===== src/rtl/dem_pkg.sv =====
// Shared types and constants of the decimal exponent modular power unit.
// Holds the controller states, datapath command and status structs and field widths.
// Depends on nothing.
`default_nettype none

package dem_pkg;

   localparam int ResidueWidth = 16;
   localparam int BaseWidth    = 31;
   localparam int DigitWidth   = 4;
   localparam int ProdWidth    = 32;
   localparam int RemWidth     = 17;
   localparam int RecipSteps   = 32;
   localparam int CountWidth   = 6;
   localparam int StepWidth    = 2;

   localparam logic [ResidueWidth-1:0] ModulusReset = 16'd1337;
   localparam logic [DigitWidth-1:0]   DigitRadix   = 4'd10;
   localparam logic [StepWidth-1:0]    LastStep     = 2'd3;

   typedef enum logic [2:0] {
      ST_IDLE,
      ST_BASE,
      ST_RED,
      ST_MUL,
      ST_SQR,
      ST_FIN,
      ST_OUT
   } state_type;

   typedef enum logic [2:0] {
      A_RR,
      A_RB,
      A_SQ,
      A_ACC,
      A_HI,
      A_BASE
   } a_sel_type;

   typedef enum logic [1:0] {
      B_ONE,
      B_SQ,
      B_ACC
   } b_sel_type;

   typedef enum logic [1:0] {
      DST_RR,
      DST_RB,
      DST_SQ,
      DST_ACC
   } dst_type;

   typedef struct packed {
      logic      accept;
      logic      start;
      a_sel_type a_sel;
      b_sel_type b_sel;
      dst_type   dst;
      logic      acc_init;
      logic      hi_save;
      logic      load_rsp;
   } dp_cmd_type;

   typedef struct packed {
      logic                  busy;
      logic                  done;
      logic                  first;
      logic [DigitWidth-1:0] digit;
   } dp_status_type;

endpackage

`default_nettype wire


===== src/rtl/dem_recip.sv =====
// Reciprocal unit: computes floor(2^32 / modulus) one quotient bit per cycle.
// Restarts after reset and on every modulus write; uses dem_pkg constants.
`default_nettype none

module dem_recip (
   input  wire logic                                clock,
   input  wire logic                                reset,
   input  wire logic                                start,
   input  wire logic [dem_pkg::ResidueWidth-1:0]    modulus,
   output logic      [dem_pkg::ProdWidth-1:0]       mu,
   output logic                                     busy
);

   logic [dem_pkg::CountWidth-1:0]   count_ff, count_in;
   logic [dem_pkg::ResidueWidth-1:0] rem_ff, rem_in;
   logic [dem_pkg::ProdWidth-1:0]    quot_ff, quot_in;
   logic [dem_pkg::RemWidth-1:0]     rem_shift;
   logic [dem_pkg::RemWidth-1:0]     rem_sub;
   logic                             take;

   assign busy = (count_ff != '0);
   assign mu   = quot_ff;

   always_comb begin
      rem_shift = {rem_ff, 1'b0};
      rem_sub   = rem_shift - {1'b0, modulus};
      take      = (rem_shift >= {1'b0, modulus});
      count_in  = count_ff;
      rem_in    = rem_ff;
      quot_in   = quot_ff;
      if (start) begin
         count_in = dem_pkg::CountWidth'(dem_pkg::RecipSteps);
         rem_in   = dem_pkg::ResidueWidth'(1);
      end else if (busy) begin
         count_in = count_ff - 1'b1;
         rem_in   = take ? rem_sub[dem_pkg::ResidueWidth-1:0]
                         : rem_shift[dem_pkg::ResidueWidth-1:0];
         quot_in  = {quot_ff[dem_pkg::ProdWidth-2:0], take};
      end
   end

   always_ff @(posedge clock) begin
      if (reset) begin
         count_ff <= dem_pkg::CountWidth'(dem_pkg::RecipSteps);
         rem_ff   <= dem_pkg::ResidueWidth'(1);
      end else begin
         count_ff <= count_in;
         rem_ff   <= rem_in;
      end
      quot_ff <= quot_in;
   end

endmodule

`default_nettype wire


===== src/rtl/dem_datapath.sv =====
// Datapath: operand registers, a three-stage Barrett modular multiplier and the result register.
// Driven by dem_ctrl through the command struct; uses dem_pkg types.
`default_nettype none

module dem_datapath (
   input  wire logic                                clock,
   input  wire logic                                reset,
   input  wire dem_pkg::dp_cmd_type                 cmd,
   output dem_pkg::dp_status_type                   status,
   input  wire logic [dem_pkg::ResidueWidth-1:0]    modulus,
   input  wire logic [dem_pkg::ProdWidth-1:0]       mu,
   input  wire logic [dem_pkg::BaseWidth-1:0]       req_base,
   input  wire logic [dem_pkg::DigitWidth-1:0]      req_digit,
   input  wire logic                                req_first,
   input  wire logic                                req_last,
   output logic      [dem_pkg::ResidueWidth-1:0]    rsp_residue,
   output logic                                     rsp_done_res
);

   localparam int W = dem_pkg::ResidueWidth;
   localparam int P = dem_pkg::ProdWidth;

   logic [dem_pkg::BaseWidth-1:0]  base_ff;
   logic [dem_pkg::DigitWidth-1:0] digit_ff;
   logic                           first_ff;
   logic                           last_ff;
   logic [W-1:0]                   rr_ff, rb_ff, sq_ff, acc_ff, hi_ff;
   logic [W-1:0]                   rsp_residue_ff;
   logic                           rsp_done_ff;
   logic                           v1_ff, v2_ff, v3_ff;
   logic [P-1:0]                   p_ff, p2_ff, q_ff;
   logic [dem_pkg::RemWidth-1:0]   r_ff;
   dem_pkg::dst_type               dst_ff;

   logic [W-1:0]                   a_val, b_val;
   logic [P-1:0]                   prod, p_in;
   logic [2*P-1:0]                 mu_prod;
   logic [P+W-1:0]                 qm;
   logic [P-1:0]                   r_wide;
   logic [dem_pkg::RemWidth-1:0]   r_sub;
   logic                           small_mod;
   logic [W-1:0]                   one_mod;
   logic [W-1:0]                   res;

   assign small_mod = (modulus[W-1:1] == '0);
   assign one_mod   = {{(W-1){1'b0}}, ~small_mod};

   always_comb begin
      unique case (cmd.a_sel)
         dem_pkg::A_RR:  a_val = rr_ff;
         dem_pkg::A_RB:  a_val = rb_ff;
         dem_pkg::A_SQ:  a_val = sq_ff;
         dem_pkg::A_ACC: a_val = acc_ff;
         dem_pkg::A_HI:  a_val = hi_ff;
         default:        a_val = '0;
      endcase
      unique case (cmd.b_sel)
         dem_pkg::B_ONE: b_val = W'(1);
         dem_pkg::B_SQ:  b_val = sq_ff;
         dem_pkg::B_ACC: b_val = acc_ff;
         default:        b_val = '0;
      endcase
      prod = a_val * b_val;
      p_in = (cmd.a_sel == dem_pkg::A_BASE) ? {1'b0, base_ff} : prod;
   end

   always_comb begin
      mu_prod = p_ff * mu;
      qm      = q_ff * {{P{1'b0}}, modulus};
      r_wide  = p2_ff - qm[P-1:0];
      r_sub   = r_ff - {1'b0, modulus};
      if (small_mod) begin
         res = '0;
      end else if (r_ff >= {1'b0, modulus}) begin
         res = r_sub[W-1:0];
      end else begin
         res = r_ff[W-1:0];
      end
   end

   always_ff @(posedge clock) begin
      if (reset) begin
         v1_ff <= 1'b0;
         v2_ff <= 1'b0;
         v3_ff <= 1'b0;
         rr_ff <= W'(1);
         rb_ff <= '0;
      end else begin
         v1_ff <= cmd.start;
         v2_ff <= v1_ff;
         v3_ff <= v2_ff;
         if (cmd.accept && req_first) begin
            rr_ff <= W'(1);
         end else if (v3_ff && dst_ff == dem_pkg::DST_RR) begin
            rr_ff <= res;
         end
         if (v3_ff && dst_ff == dem_pkg::DST_RB) begin
            rb_ff <= res;
         end
      end
      if (cmd.accept) begin
         base_ff  <= req_base;
         digit_ff <= req_digit;
         first_ff <= req_first;
         last_ff  <= req_last;
      end
      if (cmd.start) begin
         p_ff   <= p_in;
         dst_ff <= cmd.dst;
      end
      p2_ff <= p_ff;
      q_ff  <= mu_prod[2*P-1:P];
      r_ff  <= r_wide[dem_pkg::RemWidth-1:0];
      if (cmd.hi_save) begin
         hi_ff <= acc_ff;
      end
      if (cmd.acc_init) begin
         acc_ff <= one_mod;
      end else if (v3_ff && dst_ff == dem_pkg::DST_ACC) begin
         acc_ff <= res;
      end
      if (v3_ff && dst_ff == dem_pkg::DST_SQ) begin
         sq_ff <= res;
      end
      if (cmd.load_rsp) begin
         rsp_residue_ff <= rr_ff;
         rsp_done_ff    <= last_ff;
      end
   end

   assign status.busy  = v1_ff | v2_ff | v3_ff;
   assign status.done  = v3_ff;
   assign status.first = first_ff;
   assign status.digit = digit_ff;

   assign rsp_residue  = rsp_residue_ff;
   assign rsp_done_res = rsp_done_ff;

endmodule

`default_nettype wire


===== src/rtl/dem_ctrl.sv =====
// Controller: sequences the square-and-multiply steps of each digit on the shared multiplier.
// Commands dem_datapath and owns the handshake state; uses dem_pkg types.
`default_nettype none

module dem_ctrl (
   input  wire logic                    clock,
   input  wire logic                    reset,
   input  wire logic                    req_valid,
   output logic                         req_ready,
   output logic                         rsp_valid,
   input  wire logic                    rsp_ready,
   input  wire logic                    recip_busy,
   input  wire dem_pkg::dp_status_type  status,
   output dem_pkg::dp_cmd_type          cmd
);

   dem_pkg::state_type                state_ff, state_in;
   logic [dem_pkg::StepWidth-1:0]     step_ff, step_in;
   logic                              phase_hi_ff, phase_hi_in;
   logic                              rsp_valid_ff, rsp_valid_in;
   logic [dem_pkg::DigitWidth-1:0]    expo;
   logic                              expo_bit;
   logic                              slot_free;

   assign expo      = phase_hi_ff ? dem_pkg::DigitRadix : status.digit;
   assign expo_bit  = expo[step_ff];
   assign slot_free = !rsp_valid_ff || rsp_ready;
   assign req_ready = (state_ff == dem_pkg::ST_IDLE) && !recip_busy;
   assign rsp_valid = rsp_valid_ff;

   always_comb begin
      state_in    = state_ff;
      step_in     = step_ff;
      phase_hi_in = phase_hi_ff;
      unique case (state_ff)
         dem_pkg::ST_IDLE: begin
            if (req_valid && req_ready) begin
               state_in    = dem_pkg::ST_BASE;
               phase_hi_in = 1'b1;
            end
         end
         dem_pkg::ST_BASE: begin
            if (!status.first || status.done) begin
               state_in = dem_pkg::ST_RED;
            end
         end
         dem_pkg::ST_RED: begin
            if (status.done) begin
               state_in = dem_pkg::ST_MUL;
               step_in  = '0;
            end
         end
         dem_pkg::ST_MUL: begin
            if (!expo_bit || status.done) begin
               if (step_ff != dem_pkg::LastStep) begin
                  state_in = dem_pkg::ST_SQR;
               end else if (phase_hi_ff) begin
                  state_in    = dem_pkg::ST_RED;
                  phase_hi_in = 1'b0;
               end else begin
                  state_in = dem_pkg::ST_FIN;
               end
            end
         end
         dem_pkg::ST_SQR: begin
            if (status.done) begin
               state_in = dem_pkg::ST_MUL;
               step_in  = step_ff + 1'b1;
            end
         end
         dem_pkg::ST_FIN: begin
            if (status.done) begin
               state_in = dem_pkg::ST_OUT;
            end
         end
         dem_pkg::ST_OUT: begin
            if (slot_free) begin
               state_in = dem_pkg::ST_IDLE;
            end
         end
         default: state_in = dem_pkg::ST_IDLE;
      endcase
   end

   always_comb begin
      cmd          = '0;
      cmd.a_sel    = dem_pkg::A_SQ;
      cmd.b_sel    = dem_pkg::B_SQ;
      cmd.dst      = dem_pkg::DST_SQ;
      cmd.accept   = req_valid && req_ready;
      unique case (state_ff)
         dem_pkg::ST_BASE: begin
            cmd.start = status.first && !status.busy;
            cmd.a_sel = dem_pkg::A_BASE;
            cmd.b_sel = dem_pkg::B_ONE;
            cmd.dst   = dem_pkg::DST_RB;
         end
         dem_pkg::ST_RED: begin
            cmd.start    = !status.busy;
            cmd.a_sel    = phase_hi_ff ? dem_pkg::A_RR : dem_pkg::A_RB;
            cmd.b_sel    = dem_pkg::B_ONE;
            cmd.dst      = dem_pkg::DST_SQ;
            cmd.acc_init = !status.busy;
            cmd.hi_save  = !status.busy && !phase_hi_ff;
         end
         dem_pkg::ST_MUL: begin
            cmd.start = expo_bit && !status.busy;
            cmd.a_sel = dem_pkg::A_ACC;
            cmd.b_sel = dem_pkg::B_SQ;
            cmd.dst   = dem_pkg::DST_ACC;
         end
         dem_pkg::ST_SQR: begin
            cmd.start = !status.busy;
         end
         dem_pkg::ST_FIN: begin
            cmd.start = !status.busy;
            cmd.a_sel = dem_pkg::A_HI;
            cmd.b_sel = dem_pkg::B_ACC;
            cmd.dst   = dem_pkg::DST_RR;
         end
         dem_pkg::ST_OUT: begin
            cmd.load_rsp = slot_free;
         end
         default: cmd.start = 1'b0;
      endcase
   end

   always_comb begin
      if (cmd.load_rsp) begin
         rsp_valid_in = 1'b1;
      end else if (rsp_ready) begin
         rsp_valid_in = 1'b0;
      end else begin
         rsp_valid_in = rsp_valid_ff;
      end
   end

   always_ff @(posedge clock) begin
      if (reset) begin
         state_ff     <= dem_pkg::ST_IDLE;
         step_ff      <= '0;
         phase_hi_ff  <= 1'b1;
         rsp_valid_ff <= 1'b0;
      end else begin
         state_ff     <= state_in;
         step_ff      <= step_in;
         phase_hi_ff  <= phase_hi_in;
         rsp_valid_ff <= rsp_valid_in;
      end
   end

endmodule

`default_nettype wire


===== src/rtl/decimal_exponent_modpow_unit.sv =====
// Each accepted beat runs the square-and-multiply steps of its digit on the shared multiplier,
// with a base reduction first when first is set. One item is worked at a time: a new beat is
// taken only once the last is through, and a finished result waits in the output register.
// Reset: synchronous; residue 1, reduced base 0, modulus 1337. The reciprocal of the modulus is
// rebuilt after reset and after each modulus write, with req_ready low meanwhile.
`default_nettype none

module decimal_exponent_modpow_unit (
   input  wire logic                                clock,
   input  wire logic                                reset,
   input  wire logic                                req_valid,
   output logic                                     req_ready,
   input  wire logic [dem_pkg::BaseWidth-1:0]       req_base,
   input  wire logic [dem_pkg::DigitWidth-1:0]      req_digit,
   input  wire logic                                req_first,
   input  wire logic                                req_last,
   output logic                                     rsp_valid,
   input  wire logic                                rsp_ready,
   output logic      [dem_pkg::ResidueWidth-1:0]    rsp_residue,
   output logic                                     rsp_done_res,
   input  wire logic                                csr_valid,
   output logic                                     csr_ready,
   input  wire logic [dem_pkg::ResidueWidth-1:0]    csr_data
);

   logic [dem_pkg::ResidueWidth-1:0] modulus_ff;
   logic [dem_pkg::ProdWidth-1:0]    mu;
   logic                             recip_busy;
   logic                             csr_write;
   dem_pkg::dp_cmd_type              cmd;
   dem_pkg::dp_status_type           status;

   assign csr_ready = 1'b1;
   assign csr_write = csr_valid && csr_ready;

   always_ff @(posedge clock) begin
      if (reset) begin
         modulus_ff <= dem_pkg::ModulusReset;
      end else if (csr_write) begin
         modulus_ff <= csr_data;
      end
   end

   dem_recip u_recip (
      .clock   (clock),
      .reset   (reset),
      .start   (csr_write),
      .modulus (modulus_ff),
      .mu      (mu),
      .busy    (recip_busy)
   );

   dem_ctrl u_ctrl (
      .clock      (clock),
      .reset      (reset),
      .req_valid  (req_valid),
      .req_ready  (req_ready),
      .rsp_valid  (rsp_valid),
      .rsp_ready  (rsp_ready),
      .recip_busy (recip_busy),
      .status     (status),
      .cmd        (cmd)
   );

   dem_datapath u_datapath (
      .clock        (clock),
      .reset        (reset),
      .cmd          (cmd),
      .status       (status),
      .modulus      (modulus_ff),
      .mu           (mu),
      .req_base     (req_base),
      .req_digit    (req_digit),
      .req_first    (req_first),
      .req_last     (req_last),
      .rsp_residue  (rsp_residue),
      .rsp_done_res (rsp_done_res)
   );

endmodule

`default_nettype wire


===== config.mk =====
export PLATFORM = sky130hd
export DESIGN_NAME = decimal_exponent_modpow_unit
export DESIGN_NICKNAME = d
export VERILOG_FILES = /design/src/rtl/dem_pkg.sv /design/src/rtl/dem_recip.sv /design/src/rtl/dem_datapath.sv /design/src/rtl/dem_ctrl.sv /design/src/rtl/decimal_exponent_modpow_unit.sv
export SDC_FILE = /design/constraint.sdc
export NUM_CORES = 2
export LEC_CHECK = 0
export ABC_AREA = 1
export BUFFER_PORTS_ARGS = -buffer_cell sky130_fd_sc_hd__buf_2
export CORE_AREA = 2 2 407 409
export CTS_CLUSTER_SIZE = 40
export DETAILED_ROUTE_END_ITERATION = 6
export DIE_AREA = 0 0 409 411
export RECOVER_POWER = 50
export SLEW_MARGIN = 20
export SYNTH_ARGS = -nofsm -noshare
export SYNTH_HDL_FRONTEND = slang
export SYNTH_HIERARCHICAL = 1
export SYNTH_SLANG_ARGS = --single-unit

===== constraint.sdc =====
create_clock -name clock -period 8.66 [get_ports clock]
set_input_delay 0.866 -clock clock [delete_from_list [all_inputs] [get_ports clock]]
set_output_delay 0.866 -clock clock [all_outputs]
set_load 0.01 [all_outputs]

Word-level counts from Yosys, hierarchy flattened
Cells that the tools add are included.
{"block": "op_classes", "n_mul": 3, "bitwise_logic": 4, "add_sub_neg": 5, "mux": 34, "order_cmp": 3, "eq_ne": 26, "n_reduce_logical": 37}
{"cell": "16-bit one-hot mux with 5 select lines", "count": 1}
{"cell": "32-bit by 32-bit multiplier with 64-bit output", "count": 1}
{"cell": "16-bit two-way mux", "count": 3}
{"cell": "16-bit one-hot mux with 3 select lines", "count": 1}
{"cell": "17-bit by 16-bit greater-or-equal comparator with 1-bit output", "count": 2}
{"cell": "16-bit by 16-bit multiplier with 32-bit output", "count": 1}
{"cell": "32-bit by 16-bit multiplier with 17-bit output", "count": 1}
{"cell": "16-bit subtractor", "count": 2}
{"cell": "31-bit two-way mux", "count": 1}
{"cell": "7-bit one-hot mux with 4 select lines", "count": 1}
{"cell": "3-bit two-way mux", "count": 8}
{"cell": "3-bit one-hot mux with 6 select lines", "count": 1}
{"cell": "17-bit subtractor", "count": 1}
{"cell": "2-bit by 1-bit != test with 1-bit output, second input constant", "count": 8}
{"cell": "3-bit equality test, second input constant", "count": 5}
{"cell": "15-bit logical NOT", "count": 1}
{"cell": "3-bit by 2-bit equality test with 1-bit output, second input constant", "count": 4}
{"cell": "1-bit logical AND", "count": 10}
{"cell": "1-bit two-way mux", "count": 10}
{"cell": "2-bit nonzero test", "count": 4}
{"cell": "2-bit equality test, second input constant", "count": 3}
{"cell": "3-bit by 1-bit equality test with 1-bit output, second input constant", "count": 2}
{"cell": "1-bit logical NOT", "count": 6}
{"cell": "3-bit logical NOT", "count": 2}
{"cell": "22 further kinds", "count": 33}
{"block": "totals", "reg_bits": 314}

Depth between registers and ports, before layout
{"block": "depth", "depth_word": 7, "mapped_depth": 39, "ltp_nobuf": 36}

Modules after synthesis
Netlist, hierarchy kept.
{"module": "dem_datapath", "area_each_um2": 52312.7, "cells_each": 6581, "instances": 1}
{"module": "dem_recip", "area_each_um2": 3253.1, "cells_each": 421, "instances": 1}
{"module": "decimal_exponent_modpow_unit", "area_each_um2": 656.9, "cells_each": 92, "instances": 1}
{"module": "dem_ctrl", "area_each_um2": 654.4, "cells_each": 113, "instances": 1}

Least setup slack after synthesis
No wires, ideal clock.
{"block": "synth_timing", "path_kind": "reg-to-reg", "from": "register u_ctrl.state_ff[1]", "to": "register u_datapath.p_ff[21], data pin", "synth_period_minus_slack_ns": 6.867, "path_stages_with_launch": 34, "setup_time_ns": 0.254, "slack_ns": 1.793, "required_ns": 8.406, "arrival_ns": 6.613, "path_cell_list": "dfxtp_1 > buf_6 > inv_2 > nand2_1 > inv_1 > o21ai_0 > buf_4 > inv_1 > nor3_2 > buf_4 > inv_1 > o21ai_0 > nor2_1 > inv_1 > buf_4 > nand2_1 > fa_1 > inv_1 > fa_1 > fa_1 > fa_1 > fa_1 > inv_1 > fa_1 > inv_1 > ha_1 > a21oi_1 > a21boi_0 > o21bai_1 > a21oi_1 > nand2_1 > or2_2 > nand3_1 > nand2_1"}
{"item": "from (decl)", "line": "dem_ctrl.sv:17", "rtl": "dem_pkg::state_type state_ff, state_in;"}
{"item": "from (signal assigned)", "line": "dem_ctrl.sv:140", "rtl": "state_ff <= dem_pkg::ST_IDLE;"}
{"item": "from (signal assigned)", "line": "dem_ctrl.sv:145", "rtl": "state_ff <= state_in;"}
{"item": "to (signal assigned)", "line": "dem_datapath.sv:108", "rtl": "p_ff <= p_in;"}
{"item": "to (decl)", "line": "dem_datapath.sv:31", "rtl": "logic [P-1:0] p_ff, p2_ff, q_ff;"}

Worst setup path in the final report
{"block": "layout_timing", "from": "register u_recip.quot_ff (netlist bit u_recip/mu[16])", "to": "register u_datapath.q_ff[9]"}
{"block": "layout_between", "elab_chain_len": 1}
{"item": "from (decl)", "line": "dem_recip.sv:16", "rtl": "logic [dem_pkg::ProdWidth-1:0] quot_ff, quot_in;"}
{"item": "from (signal assigned)", "line": "dem_recip.sv:50", "rtl": "quot_ff <= quot_in;"}
{"item": "32-bit by 32-bit multiplier with 64-bit output", "line": "dem_datapath.sv:68", "rtl": "mu_prod = p_ff * mu;"}
{"item": "via u_datapath.mu_prod[41]", "line": "dem_datapath.sv:37", "rtl": "logic [2*P-1:0] mu_prod;"}
{"item": "to (signal assigned)", "line": "dem_datapath.sv:112", "rtl": "q_ff <= mu_prod[2*P-1:P];"}
{"item": "to (decl)", "line": "dem_datapath.sv:31"}
The timed path passes the listed nets, and every way through them passes these cells.
A chain may end at the register's enable or synchronous reset.

==> results.md <==
* Status: finished with violations
* Violated checks: capacitance limit, slew limit
* Top cells by area, synth: fa_1 (39%), inv_1 (13%), nand2_1 (13%)
* Core Area at 0.164 sq mm
* Drc violations at 0
* Ys flop type: edfxtp_1
* Final Util at 0.373
* Initial antenna violation count at 8
* Crit Path Class: reg -> reg
* Post-route ant nets at 0
* Async S/R FF share, synth at 0
* DR iter-0 viols at 2988
* Mean Syn Cell Area at 7.89 sq um
* Hpwl dp at between 100000 and 150000 um
* CTS tree: done
* Clk sinks at ~300
* First-pass GRT wire length at 269000 um
* Clk_lat worst skew at between 0.6 and 0.7 ns
* Initial Utilization at 0.347
* Worst path cell trace: clkbuf_1 -> nand2_1 -> fa_1 -> inv_1 -> fa_1 -> fa_1 -> inv_1 -> fa_1 -> inv_1 -> fa_1 -> fa_1 -> fa_1 -> inv_1 -> fa_1 -> inv_1 -> ha_1 -> inv_1 -> o21ai_0 -> a31oi_1 -> o21bai_1 -> a21oi_1 -> nand3_1 -> xor2_1
* Register area share after synthesis at 0.132
* Global Route Usage Sum at 0.204
* Yosys top cell area share at 0.387
* Crit share post-route at 0.944
* Hold Slack at about 0.37 ns
* Drt pass-1 iters at 6
* Site Rows at 149
* Max-slew violations at 248
* Area Overhead vs Synth at 7.41%
* Share of cells above drive strength 1 at 0.0480
* Worst-margin pin slew at 2.81 ns
* Vias in the first global route at 47725
* Vias/cell at 4.76
* Setup Buffers After CTS at 0
* Gpl congestion at 0.932
* Total gr overflow at 0
* Syn Nets at 8735
* RSZ-0062 raised after global routing: no
* CTS clock-pin slew for the worst setup and hold paths at 0.07 ns
* Clock Path Buffers at 3
* Slowest-stage cell, CP: clkbuf_1
* Hold Crit Class: in -> reg
* Routed wire per std cell at 17.9 um
* Count of state elements after synthesis at 299
* DIE AREA at 0.168 sq mm
* Final Hold Viols at 0
* Crit path arrival time at 8.68 ns
* Crit path required time at 9.16 ns
* Fmax achieved at ~120 MHz
* Top Ports at 78
* Post-synthesis cell type count at just under 60
* EDFF count, synth at 153
* Total number of vias at 44755
* Synth area leader: fa_1
* Setup TNS at 0 ns
* Setup crit start kind: flop
* Final Skew at 0.0702 ns
* Post-Place Cells at 9317
* H-Tree Depth at 2
* Critical path fanouts, max at 33
* Final #Nets at 8698
* Buffers on Ports at 76
* Most used cell, CP: fa_1
* Mapped Cells at ~7200
* Yosys warnings at 6
* Non-Filler Instances at 9393
* Max cap viols at 9
* Min cycle time layout at a little over 8 ns
* DIE HEIGHT at 411 um
* Slowest stage delay, CP at about 1.5 ns
* Total wire length at 168000 um
* Chip Width at 409 um
* Synthesized area at 0.0569 sq mm
* TritonCTS buffer count at 40
* Post-CTS Hold Buffers at 0
* Final setup fails at 0
* Resize count post-CTS at 0
* Root buf cell: clkbuf_16
* Largest net degree at the start of global routing at 40
* Worst setup EP type: flop
* Max_slew headroom at -0.890
## worst max-delay path: cells and delay by family (launching register included)
| kind | cells | cell delay (ns) |
|---|---|---|
| AOI/OAI and AO/OA | 4 | 0.87 |
| adders and majority gates | 9 | 4.37 |
| DFF | 1 | 0.31 |
| and+or+nand+nor | 2 | 0.39 |
| buffers and inverters | 7 | 1.81 |
| xor gates and xnor gates | 1 | 0.25 |
## final timing paths
path	from	end	slack, ns	cells after the start
hold / removal	req_base[18]	u_datapath/base_ff[18]	0.37	1
setup reg to reg	u_recip/mu[16]	u_datapath/q_ff[9]	0.49	23
setup / recovery	u_recip/mu[16]	u_datapath/q_ff[9]	0.49	23
hold reg to reg	u_datapath/last_ff	u_datapath/rsp_done_res	0.43	0
## routing by layer
layer	share of wire	GRT usage	routed length [um]	up-vias
met5	0	0	0	-
met4	0.032	0.0595	5370	0
met3	0.048	0.0181	8120	235
met2	0.49	0.355	82100	1199
met1	0.43	0.270	72400	22582
li1	-	-	-	20739
## cell families after synthesis
kind of cell	after synthesis	synth area share
simple gates	2608	0.188
buf+inv	2315	0.156
fa+ha+maj	1470	0.469
compound gates	435	0.0432
flops	299	0.132
xor+xnor	79	0.0122
other cells	1	0.0000659
## cells in the final DEF (no fill, tap or decap), drive strengths merged, types with 4 or more instances in the layout
| master | netlist | final |
|---|---|---|
| a221oi | 11 | 11 |
| nor3 | 34 | 34 |
| dfxtp | 146 | 146 |
| nand4 | 35 | 35 |
| nand3b | 31 | 31 |
| clkinv | 0 | 14 |
| nor2 | 362 | 362 |
| fa | 1100 | 1100 |
| o21a | 4 | 4 |
| edfxtp | 153 | 153 |
| a21boi | 5 | 5 |
| and2 | 14 | 14 |
| nand2 | 1918 | 1918 |
| a21oi | 179 | 179 |
| or2 | 10 | 10 |
| nand3 | 195 | 195 |
| buf | 77 | 157 |
| a21o | 14 | 14 |
| nor4 | 9 | 9 |
| o211ai | 9 | 9 |
| clkbuf | 206 | 92 |
| o21bai | 11 | 11 |
| o21ai | 167 | 167 |
| o22ai | 15 | 15 |
| a31oi | 11 | 11 |
| xnor2 | 31 | 31 |
| inv | 2032 | 2041 |
| bufinv | 0 | 5 |
| xor2 | 48 | 48 |
| ha | 370 | 370 |
## cells in the mapped netlist (16+ instances only)
cell,number
edfxtp_1,153
o21ai_1,17
buf_2,33
nand4_1,33
nand3_2,23
nor2_2,16
nand3_1,171
fa_1,1100
ha_1,370
a21oi_1,176
o21ai_0,147
nor2_1,344
nand3b_1,24
buf_1,18
nand2_2,18
dfxtp_1,146
inv_2,21
xor2_1,48
nand2_1,1898
xnor2_1,31
nor3_1,30
clkbuf_1,205
inv_1,2011
## through the flow
stage | setup WS [ns] | area (sq um)
global placement | 0.701 | 59800
detailed placement | 0.679 | 59800
CTS | 0.666 | 61200
finish | 0.486 | 61100
floorplan | 1.79 | 56900
global route | 0.124 | 61100
## state kept, by name (all words and copies together) (netlist names), 2 cells and up
| name | flops |
|---|---|
| u_datapath/p_ff | 32 |
| u_datapath/p2_ff | 17 |
| u_datapath/digit_ff | 4 |
| u_recip/mu | 32 |
| u_datapath/dst_ff | 2 |
| u_datapath/q_ff | 17 |
| u_datapath/rsp_residue | 16 |
| modulus_ff | 16 |
| u_datapath/base_ff | 31 |
| u_datapath/sq_ff | 16 |
| u_recip/count_ff | 6 |
| u_datapath/acc_ff | 16 |
| u_ctrl/state_ff | 3 |
| u_datapath/hi_ff | 16 |
| u_datapath/rr_ff | 16 |
| u_datapath/r_ff | 17 |
| u_ctrl/step_ff | 2 |
| u_datapath/rb_ff | 16 |
| u_recip/rem_ff | 16 |
## layout make-up
| type | count | area (sq um) |
|---|---|---|
| multi-input combinational | 4593 | 40500 |
| antenna | 2 | 5.00 |
| inverter | 2032 | 7630 |
| sequential | 299 | 7520 |
| tap | 2189 | 2740 |
| clock buffer | 45 | 1060 |
| fill | 17012 | 103000 |
| clock inverter | 29 | 400 |
| timing repair buffer | 204 | 1230 |
Power is not shown: default switching activity piles up to over one toggle a cycle in this logic, so the estimate is an artifact.
